===== src/rtl/ledser_pkg.sv =====
// ============================================================================
// ledser_pkg: shared definitions for the LED strip color serializer
// Strip size, input mode codes, register indexes and the control and status
// structs between the controller and the datapath.
// ============================================================================
package ledser_pkg;

  // Strip geometry.
  localparam int LED_COUNT    = 16;
  localparam int BITS_PER_LED = 24;
  localparam int LED_IDX_W    = (LED_COUNT > 1) ? $clog2(LED_COUNT) : 1;
  localparam int BIT_IDX_W    = $clog2(BITS_PER_LED);

  // Field widths.
  localparam int MODE_W  = 2;
  localparam int INDEX_W = 8;
  localparam int COLOR_W = 24;
  localparam int CODE_W  = 8;
  localparam int CFG_IDX_W = 8;

  // Index that addresses every LED at once.
  localparam logic [INDEX_W-1:0] ALL_INDEX = 8'hFF;

  // Register reset values.
  localparam logic [CODE_W-1:0] ONE_CODE_RESET  = 8'hF8;
  localparam logic [CODE_W-1:0] ZERO_CODE_RESET = 8'h80;

  // Register indexes on the configuration port.
  localparam logic [CFG_IDX_W-1:0] REG_ONE_CODE  = 8'd0;
  localparam logic [CFG_IDX_W-1:0] REG_ZERO_CODE = 8'd1;

  // Input item kinds.
  typedef enum logic [MODE_W-1:0] {
    MODE_WRITE = 2'd0,
    MODE_CLEAR = 2'd1,
    MODE_START = 2'd2,
    MODE_TICK  = 2'd3
  } mode_t;

  // Commands from the controller to the datapath.
  typedef struct packed {
    logic write_color;  // store the color at the item's index
    logic clear_all;    // zero every LED
    logic ptr_reset;    // point at the first bit of the first LED
    logic ptr_advance;  // step to the next color bit
    logic emit;         // push one symbol to the output stage
    logic emit_data;    // symbol is the coded color bit, else zero
    logic emit_last;    // symbol closes the frame
  } ledser_cmd_t;

  // Status from the datapath to the controller.
  typedef struct packed {
    logic ptr_at_end;   // pointer is on the final bit of the final LED
  } ledser_status_t;

endpackage


===== src/rtl/ledser_ctrl.sv =====
// ============================================================================
// ledser_ctrl: frame sequencer
// Decodes each accepted item against the frame state and issues datapath
// commands: color writes and clears while idle, symbol emission on ticks.
// ============================================================================
module ledser_ctrl import ledser_pkg::*; (
  input  logic           clk,
  input  logic           rst,
  input  logic           accept,
  input  mode_t          mode,
  input  ledser_status_t status,
  output ledser_cmd_t    cmd
);

  typedef enum logic [1:0] {
    S_IDLE,
    S_LEAD,
    S_DATA,
    S_TRAIL
  } state_t;

  state_t state;
  state_t state_next;

  logic tick;
  assign tick = accept && (mode == MODE_TICK);

  // Command decode and next state.
  always_comb begin
    cmd        = '0;
    state_next = state;
    case (state)
      S_IDLE: begin
        if (accept) begin
          case (mode)
            MODE_WRITE: cmd.write_color = 1'b1;
            MODE_CLEAR: cmd.clear_all   = 1'b1;
            MODE_START: state_next      = S_LEAD;
            default:    ;
          endcase
        end
      end
      S_LEAD: begin
        if (tick) begin
          cmd.emit      = 1'b1;
          cmd.ptr_reset = 1'b1;
          state_next    = S_DATA;
        end
      end
      S_DATA: begin
        if (tick) begin
          cmd.emit        = 1'b1;
          cmd.emit_data   = 1'b1;
          cmd.ptr_advance = 1'b1;
          if (status.ptr_at_end) begin
            state_next = S_TRAIL;
          end
        end
      end
      S_TRAIL: begin
        if (tick) begin
          cmd.emit      = 1'b1;
          cmd.emit_last = 1'b1;
          state_next    = S_IDLE;
        end
      end
      default: state_next = S_IDLE;
    endcase
  end

  // State register.
  always_ff @(posedge clk) begin
    if (rst) begin
      state <= S_IDLE;
    end else begin
      state <= state_next;
    end
  end

`ifndef ASSERT_OFF
  a_no_store_in_frame: assert property (@(posedge clk) disable iff (rst)
    (cmd.write_color || cmd.clear_all) |-> (state == S_IDLE && !cmd.emit))
    else $error("store changed while a frame is running");

  a_trail_ends_frame: assert property (@(posedge clk) disable iff (rst)
    (state == S_TRAIL && tick) |=> (state == S_IDLE))
    else $error("trailing slot did not end the frame");

  a_last_from_trail: assert property (@(posedge clk) disable iff (rst)
    cmd.emit_last |-> (state == S_TRAIL && cmd.emit && !cmd.emit_data))
    else $error("frame end marked outside the trailing slot");
`endif

endmodule


===== src/rtl/ledser_datapath.sv =====
// ============================================================================
// ledser_datapath: color store, bit pointer and symbol coder
// Holds one color per LED and the two timing codes, walks the store bit by
// bit on command and forms each symbol for the output stage.
// ============================================================================
module ledser_datapath import ledser_pkg::*; (
  input  logic                 clk,
  input  logic                 rst,
  input  ledser_cmd_t          cmd,
  input  logic [INDEX_W-1:0]   led_index,
  input  logic [COLOR_W-1:0]   color,
  input  logic                 cfg_valid,
  input  logic [CFG_IDX_W-1:0] cfg_index,
  input  logic [CODE_W-1:0]    cfg_data,
  output ledser_status_t       status,
  output logic                 push,
  output logic [CODE_W-1:0]    push_symbol,
  output logic                 push_last
);

  localparam logic [LED_IDX_W-1:0] LED_LAST = LED_IDX_W'(LED_COUNT - 1);
  localparam logic [BIT_IDX_W-1:0] BIT_TOP  = BIT_IDX_W'(BITS_PER_LED - 1);

  logic [COLOR_W-1:0]   led_colors [LED_COUNT];
  logic [CODE_W-1:0]    one_code;
  logic [CODE_W-1:0]    zero_code;
  logic [LED_IDX_W-1:0] led_ptr;
  logic [BIT_IDX_W-1:0] bit_ptr;

  logic               in_range;
  logic [COLOR_W-1:0] cur_word;
  logic               cur_bit;

  assign in_range = ({1'b0, led_index} < (INDEX_W + 1)'(LED_COUNT));

  // Configuration registers.
  always_ff @(posedge clk) begin
    if (rst) begin
      one_code  <= ONE_CODE_RESET;
      zero_code <= ZERO_CODE_RESET;
    end else if (cfg_valid) begin
      if (cfg_index == REG_ONE_CODE) begin
        one_code <= cfg_data;
      end else if (cfg_index == REG_ZERO_CODE) begin
        zero_code <= cfg_data;
      end
    end
  end

  // Color store: single writes, broadcast writes and clears.
  always_ff @(posedge clk) begin
    if (rst) begin
      for (int i = 0; i < LED_COUNT; i++) begin
        led_colors[i] <= '0;
      end
    end else if (cmd.clear_all) begin
      for (int i = 0; i < LED_COUNT; i++) begin
        led_colors[i] <= '0;
      end
    end else if (cmd.write_color) begin
      if (in_range) begin
        led_colors[led_index[LED_IDX_W-1:0]] <= color;
      end else if (led_index == ALL_INDEX) begin
        for (int i = 0; i < LED_COUNT; i++) begin
          led_colors[i] <= color;
        end
      end
    end
  end

  // Bit pointer: LED in index order, color bits from the top down.
  always_ff @(posedge clk) begin
    if (rst) begin
      led_ptr <= '0;
      bit_ptr <= BIT_TOP;
    end else if (cmd.ptr_reset) begin
      led_ptr <= '0;
      bit_ptr <= BIT_TOP;
    end else if (cmd.ptr_advance) begin
      if (bit_ptr == '0) begin
        bit_ptr <= BIT_TOP;
        led_ptr <= (led_ptr == LED_LAST) ? '0 : led_ptr + 1'b1;
      end else begin
        bit_ptr <= bit_ptr - 1'b1;
      end
    end
  end

  assign status.ptr_at_end = (led_ptr == LED_LAST) && (bit_ptr == '0);

  // Symbol coding from the current color bit.
  assign cur_word    = led_colors[led_ptr];
  assign cur_bit     = cur_word[bit_ptr];
  assign push        = cmd.emit;
  assign push_last   = cmd.emit_last;
  assign push_symbol = !cmd.emit_data ? '0 : (cur_bit ? one_code : zero_code);

endmodule


===== src/rtl/ledser_out_buf.sv =====
// ============================================================================
// ledser_out_buf: two-entry output stage
// An output register with a skid entry behind it, so the input side keeps
// moving while a symbol waits on the output side.
// ============================================================================
module ledser_out_buf import ledser_pkg::*; (
  input  logic              clk,
  input  logic              rst,
  input  logic              push,
  input  logic [CODE_W-1:0] push_symbol,
  input  logic              push_last,
  output logic              full,
  output logic              out_valid,
  input  logic              out_ready,
  output logic [CODE_W-1:0] out_symbol,
  output logic              out_last
);

  logic              main_valid;
  logic [CODE_W-1:0] main_symbol;
  logic              main_last;
  logic              skid_valid;
  logic [CODE_W-1:0] skid_symbol;
  logic              skid_last;
  logic              pop;

  assign pop        = main_valid && out_ready;
  assign full       = skid_valid;
  assign out_valid  = main_valid;
  assign out_symbol = main_symbol;
  assign out_last   = main_last;

  // Valid flags.
  always_ff @(posedge clk) begin
    if (rst) begin
      main_valid <= 1'b0;
      skid_valid <= 1'b0;
    end else if (pop) begin
      if (skid_valid) begin
        skid_valid <= 1'b0;
      end else if (!push) begin
        main_valid <= 1'b0;
      end
    end else if (push) begin
      if (main_valid) begin
        skid_valid <= 1'b1;
      end else begin
        main_valid <= 1'b1;
      end
    end
  end

  // Payload registers.
  always_ff @(posedge clk) begin
    if (pop) begin
      if (skid_valid) begin
        main_symbol <= skid_symbol;
        main_last   <= skid_last;
      end else if (push) begin
        main_symbol <= push_symbol;
        main_last   <= push_last;
      end
    end else if (push) begin
      if (main_valid) begin
        skid_symbol <= push_symbol;
        skid_last   <= push_last;
      end else begin
        main_symbol <= push_symbol;
        main_last   <= push_last;
      end
    end
  end

`ifndef ASSERT_OFF
  a_skid_behind_main: assert property (@(posedge clk) disable iff (rst)
    skid_valid |-> main_valid)
    else $error("skid entry held without an output entry");

  a_no_push_when_full: assert property (@(posedge clk) disable iff (rst)
    full |-> !push)
    else $error("symbol pushed into a full output stage");
`endif

endmodule


===== src/rtl/led_strip_color_serializer.sv =====
// ============================================================================
// led_strip_color_serializer: LED strip color store and symbol serializer
// Stores one 24-bit color per LED and sends the strip as timing symbols.
// ============================================================================
// An item can be accepted in every cycle in which s_tready is high. Write,
// clear and start items change state only; a tick item during a frame yields
// one symbol. A frame is LED_COUNT*24+2 ticks: a zero lead slot, every color
// bit MSB first as one_code or zero_code, and a zero trail slot flagged by
// m_tlast. Writes, clears and starts during a frame are dropped, as are ticks
// outside one. The output side holds up to two symbols; s_tready falls only
// when both entries are waiting on m_tready.
module led_strip_color_serializer import ledser_pkg::*; (
  input  logic                 clk,
  input  logic                 rst,
  // Input items.
  input  logic                 s_tvalid,
  output logic                 s_tready,
  input  logic [31:0]          s_tdata,   // led_index[7:0], color[31:8]
  input  logic [MODE_W-1:0]    s_tuser,   // mode[1:0]
  // Result items.
  output logic                 m_tvalid,
  input  logic                 m_tready,
  output logic [CODE_W-1:0]    m_tdata,   // symbol[7:0]
  output logic                 m_tlast,
  // Configuration writes.
  input  logic                 cfg_valid,
  output logic                 cfg_ready,
  input  logic [CFG_IDX_W-1:0] cfg_index,
  input  logic [CODE_W-1:0]    cfg_data
);

  ledser_cmd_t       cmd;
  ledser_status_t    status;
  logic              accept;
  logic              buf_full;
  logic              push;
  logic [CODE_W-1:0] push_symbol;
  logic              push_last;
  mode_t             mode;

  // Input handshake.
  assign s_tready  = !buf_full;
  assign accept    = s_tvalid && s_tready;
  assign cfg_ready = 1'b1;
  assign mode      = mode_t'(s_tuser);

  ledser_ctrl u_ctrl (
    .clk    (clk),
    .rst    (rst),
    .accept (accept),
    .mode   (mode),
    .status (status),
    .cmd    (cmd)
  );

  ledser_datapath u_datapath (
    .clk         (clk),
    .rst         (rst),
    .cmd         (cmd),
    .led_index   (s_tdata[INDEX_W-1:0]),
    .color       (s_tdata[INDEX_W+COLOR_W-1:INDEX_W]),
    .cfg_valid   (cfg_valid && cfg_ready),
    .cfg_index   (cfg_index),
    .cfg_data    (cfg_data),
    .status      (status),
    .push        (push),
    .push_symbol (push_symbol),
    .push_last   (push_last)
  );

  ledser_out_buf u_out_buf (
    .clk         (clk),
    .rst         (rst),
    .push        (push),
    .push_symbol (push_symbol),
    .push_last   (push_last),
    .full        (buf_full),
    .out_valid   (m_tvalid),
    .out_ready   (m_tready),
    .out_symbol  (m_tdata),
    .out_last    (m_tlast)
  );

endmodule

===== config.mk =====
export PLATFORM = sky130hd
export DESIGN_NAME = led_strip_color_serializer
export DESIGN_NICKNAME = d
export VERILOG_FILES = /design/src/rtl/ledser_pkg.sv /design/src/rtl/ledser_ctrl.sv /design/src/rtl/ledser_datapath.sv /design/src/rtl/ledser_out_buf.sv /design/src/rtl/led_strip_color_serializer.sv
export SDC_FILE = /design/constraint.sdc
export NUM_CORES = 1
export LEC_CHECK = 0
export ABC_AREA = 1
export BUFFER_PORTS_ARGS = -buffer_cell sky130_fd_sc_hd__buf_2
export CELL_PAD_IN_SITES_DETAIL_PLACEMENT = 0
export CELL_PAD_IN_SITES_GLOBAL_PLACEMENT = 2
export CORE_ASPECT_RATIO = 0.6
export CORE_UTILIZATION = 43
export CTS_BUF_LIST = sky130_fd_sc_hd__clkbuf_16
export DETAILED_ROUTE_END_ITERATION = 6
export PLACE_DENSITY = 0.88
export SYNTH_ARGS = -nofsm -noshare
export SYNTH_HDL_FRONTEND = slang
export SYNTH_SLANG_ARGS = --single-unit

===== constraint.sdc =====
create_clock -name clk -period 6.1 [get_ports clk]
set_input_delay 0.915 -clock clk [delete_from_list [all_inputs] [get_ports clk]]
set_output_delay 0.915 -clock clk [all_outputs]
set_load 0.02 [all_outputs]

---- Word-level counts from Yosys, hierarchy flattened ----
Memory sizes are Yosys's and may differ from the RTL's. A register that Yosys moved wholly into a read port is not among the register bits.
Index checks and enable logic that the tools add are counted.
storage, ports and cells
  flip-flop bits (word level) ............. 47
  bits in latches ......................... 0
  memory bits (writable) .................. 384
  memory bits (read-only) ................. 0
  output and inout port bits .............. 12
  logic and storage cells ................. 182
  memories kept ........................... 1
operators by class
  add/sub/neg operators ................... 2
  $mul .................................... 0
  divide/modulo/power cells ............... 0
  order comparisons ....................... 2
  equal/unequal tests ..................... 18
  shift operators ......................... 0
  muxes and demuxes ....................... 91
  bitwise logic cells ..................... 34
  reductions and logical operators ........ 23
memory list
  name                   words  width  rd ports  clocked after memory_dff  wr ports  RTL line               source
  u_datapath.led_colors  16     24     1         1                         16        ledser_datapath.sv:24  logic [COLOR_W-1:0] led_colors [LED_COUNT];
operators by type and width
  kind                                                                          count
  24-bit 2-to-1 mux                                                             33
  8-bit 2-to-1 mux                                                              7
  1-bit 2-to-1 mux                                                              34
  1-bit bitwise OR                                                              32
  24-bit OR reduction                                                           1
  2-bit 2-to-1 mux                                                              8
  4-bit 2-to-1 mux                                                              4
  3-bit AND reduction                                                           4
  2-bit inequality test, second input constant                                  5
  2-bit equality test, second input constant                                    4
  8-bit by 1-bit equality test with 1-bit output, second input constant         1
  8-bit equality test, second input constant                                    1
  8-bit logical NOT                                                             1
  8-bit by 5-bit less-than comparator with 1-bit output, second input constant  1
  2-bit by 1-bit inequality test with 1-bit output, second input constant       4
  2-bit case mux with 4 select lines                                            1
  5-bit by 6-bit less-than comparator with 1-bit output, second input constant  1
  2-bit AND reduction                                                           3
  6-bit AND reduction                                                           1
  2-bit OR reduction                                                            3
  1-bit binary-select mux with 5-bit select                                     1
  5-bit logical NOT                                                             1
  5-bit 2-to-1 mux                                                              1
  5-bit by 1-bit subtractor with 5-bit output, second input constant            1
  10 further kinds                                                              17

---- Longest topological paths before layout ----
  depth in word-level cells ............... 10
  mapped depth ............................ 20

---- Cells and area by module ----
A second synthesis with hierarchy kept.
unflattened totals
  cell total of the unflattened synthesis .. 2124
  area, all modules ....................... 19934.1 µm²
modules (own cells, without submodules)
  module                      times used  cells an instance  area an instance (µm²)
  ledser_datapath             1           2015               18848.1
  ledser_out_buf              1           63                 817.0
  ledser_ctrl                 1           41                 244.0
  led_strip_color_serializer  1           5                  25.0

---- Least setup slack after synthesis ----
No wires, ideal clock.
  kind .................................... input-to-reg
  start ................................... input s_tdata[1]
  end ..................................... memory u_datapath.led_colors[0][0] (enable)
  data arrival time ....................... 2.496 ns
  required time ........................... 5.675 ns
  slack ................................... 3.179 ns
  cell stages on the path ................. 7
  cell sequence ........................... nand2_1 inv_1 nand3_1 nor2_1 a221oi_1 clkbuf_1 nand2_1
RTL lines
  element             RTL line                          source
  start: declaration  led_strip_color_serializer.sv:18  input logic [31:0] s_tdata,
  end: declaration    ledser_datapath.sv:24

==> impl_metrics.tcl <==
set metrics [dict create \
    status "finished clean" \
    rsz0062_at_grt "no" \
    ios 67 \
    cp.required_ns 6.39 \
    hold-path-cell-count 2 \
    fin_crit_sh_pct 58.9 \
    grt_overflow_total 0 \
    drt-initial-drc-count 2096 \
    critPathBufInv 1 \
    cellLeakagePower_nw 9.13 \
    crit_top_cell "nand3_1" \
    synth_enable_flop_cells 402 \
    maxCapViolations 0 \
    ir_drop_v 0.000256 \
    nNetsFinal 2182 \
    die_w_um 281 \
    cts_tree "built" \
    cts_root_buf "clkbuf_16" \
    gp_congestion 0.822 \
    wl_per_cell_um 22.8 \
    grt_pass1_wl_mm 94.0 \
    wirelength_mm 63.1 \
    endpoint_kind "flop" \
    hold_path.startpoint "u_datapath.zero_code[7]$_SDFFE_PP1P_" \
    syn_inst 2111 \
    slowest_delay_ns 0.84 \
    whs_ns 0.490 \
    fin_ws_ns 2.51 \
    fp-row-count 60 \
    grt_pass1_vias 14200 \
    grt_max_degree 130 \
    min_path_type "reg -> reg" \
    path_delay_family "simple AND/OR/NAND/NOR gates" \
    worst_pin_slew_ns 1.11 \
    seq_area_frac_synth_pct 63.5 \
    drc 0 \
    die_h_um 169 \
    slowest_stage "buf_4" \
    yosys_register_bits 435 \
    antenna_found_initial 1 \
    drive_gt1_share_pct 8.45 \
    cts_setup_buffers 0 \
    portBuffers 65 \
    clock_skew_ns 0.0130 \
    area_growth_pct 10.2 \
    synthFlopType "edfxtp_1" \
    arrival_ns 3.89 \
    timing.fmax_mhz 278 \
    syn_nets 2172 \
    hold_buffers 0 \
    slew-limit-headroom_pct 25.5 \
    yosys_warnings 0 \
    finalSetupTns_ns 0 \
    core_mm2 0.0454 \
    first_pass_iters 5 \
    clockBufferDepth 3 \
    crit_cells 12 \
    antennaDiodeCount 0 \
    yosysUniqueCellTypes 40 \
    crit_chain "buf_4 -> o21ai_0 -> o211ai_1 -> nand3_1 -> nand2_1 -> nand2_1 -> nand3_1 -> nand2_1 -> nand3_2 -> nand3_1 -> nand3_1 -> o21ai_1" \
    startpoint_type "flop" \
    cts.htree.levels 2 \
    die_area_mm2 0.0475 \
    place_ws_ns 2.59 \
    final_antenna_net_count 0 \
    period_needed_ns 3.59 \
    vias_per_cell 5.50 \
    slew_viol_final 0 \
    worstRegToRegCells 12 \
    setup_viol 0 \
    vias 15300 \
    pwr_density_cell_mw_per_mm2 306 \
    avgSynthCellArea_um2 9.50 \
    synth-async-reset-ratio_pct 0 \
    clock-sinks 435 \
    start_util_pct 44.2 \
    track_usage_pct 27.0 \
    dp_hpwl_mm 33.9 \
    path_max_fanout 69 \
    clkTransAtPathRegs_ns 0.06 \
    cts_inserted_buffers 44 \
    post_synth_instance_area_mm2 0.0201 \
    clock_latency_ns 0.56 \
    cts_resized 0 \
    path_class "reg -> reg" \
    hold_viol 0 \
]
cells by family after synthesis:
kind of cell / synth area share [%]
AND/OR/NAND/NOR: 25.0
adder cells (fa/ha/maj): 0.374
AO/OA/AOI/OAI: 4.44
other: 0.0187
buffers and inverters: 6.62
XOR/XNOR: 0.0437
flip-flops: 63.5
tightest hold or removal path: stages (launching register included):
cell and delay [ns]:
dfxtp_1 0.33, nand2_1 0.06, nand3_1 0.07
synth_stat cells (2+ instances only):
library cell | n | area (µm²)
a211oi_1 | 4 | 30.0
a21oi_1 | 28 | 140
buf_1 | 6 | 22.5
buf_2 | 54 | 270
buf_4 | 17 | 128
buf_6 | 21 | 236
clkbuf_1 | 45 | 169
dfxtp_1 | 33 | 661
edfxtp_1 | 402 | 12100
ha_1 | 6 | 75.1
inv_1 | 125 | 469
inv_2 | 4 | 15.0
nand2_1 | 444 | 1670
nand3_1 | 250 | 1250
nand3_2 | 3 | 30.0
nand4_1 | 4 | 25.0
nor2_1 | 519 | 1950
nor3_1 | 5 | 25.0
nor4_1 | 2 | 12.5
o211ai_1 | 24 | 180
o21ai_0 | 52 | 260
o21ai_1 | 42 | 210
o31ai_1 | 4 | 30.0
per-stage QoR:
step,cell area (µm²),instances,util [%],total power (W)
2_1_floorplan,20100,2111,-,0.00380
3_3_place_gp,20700,2695,45.5,0.00400
3_5_place_dp,20700,2695,45.5,0.00401
4_1_cts,22100,2774,48.7,0.00679
5_1_grt,22100,2774,48.7,0.00698
6_report,22100,2774,48.7,0.00676
sequential cells by signal, indices dropped and copies added (netlist names), named ones only:
signal                 cells
u_datapath.led_ptr         4
u_datapath.led_colors    384
u_out_buf.out_last         1
u_out_buf.out_valid        1
u_ctrl.state               2
u_out_buf.skid_last        1
u_datapath.one_code        8
u_out_buf.full             1
u_out_buf.out_symbol       8
u_datapath.zero_code       8
u_out_buf.skid_symbol      8
u_datapath.bit_ptr         5
power breakdown:
group          total [W]  internal, W  switching [W]
clock            0.00281      0.00163        0.00118
sequential       0.00350      0.00345      0.0000502
combinational   0.000455     0.000103       0.000352
total            0.00676      0.00518        0.00158
per-layer routing:
layer	global-route usage (%)	vias up	part of all wire, %
li1	-	7022	-
met1	43.3	7456	48
met2	37.1	721	40
met3	5.53	70	11
met4	5.20	0	1.4
met5	0	-	0
final timing paths:
path / end / slack, ns
worst min register to register: u_datapath.zero_code[7]$_SDFFE_PP1P_ / 0.49
worst max register to register: u_out_buf.out_symbol[4]$_DFFE_PP_ / 2.51
worst min-delay path: u_datapath.zero_code[7]$_SDFFE_PP1P_ / 0.49
worst max-delay path: u_out_buf.out_symbol[4]$_DFFE_PP_ / 2.51
layout by cell type, fill, tap and decap left out, types with 2 or more instances in the layout:
cell and instances:
nor4_1 2, o21ai_0 52, clkinvlp_4 2, nand4_1 4, edfxtp_1 402, o31ai_1 4, o21ai_1 42, inv_2 4
nand3_2 3, nor3_1 5, o211ai_1 24, clkinv_2 4, clkbuf_16 45, nand3_1 250, inv_1 129, dfxtp_1 30
buf_4 42, ha_1 6, nor2_1 519, a21oi_1 28, dfxtp_4 2, a211oi_1 4, buf_2 65, nand2_1 444
clkinv_1 17, bufinv_16 7
cell type report:
type | instances | area [µm²]
Fill cell | 4254 | 23300
Sequential cell | 435 | 12700
Multi-Input combinational cell | 1401 | 6000
Clock buffer | 45 | 1130
Tap cell | 620 | 776
Timing Repair Buffer | 107 | 641
Inverter | 132 | 503
Clock inverter | 34 | 329
(Power assumes the default switching activity.)
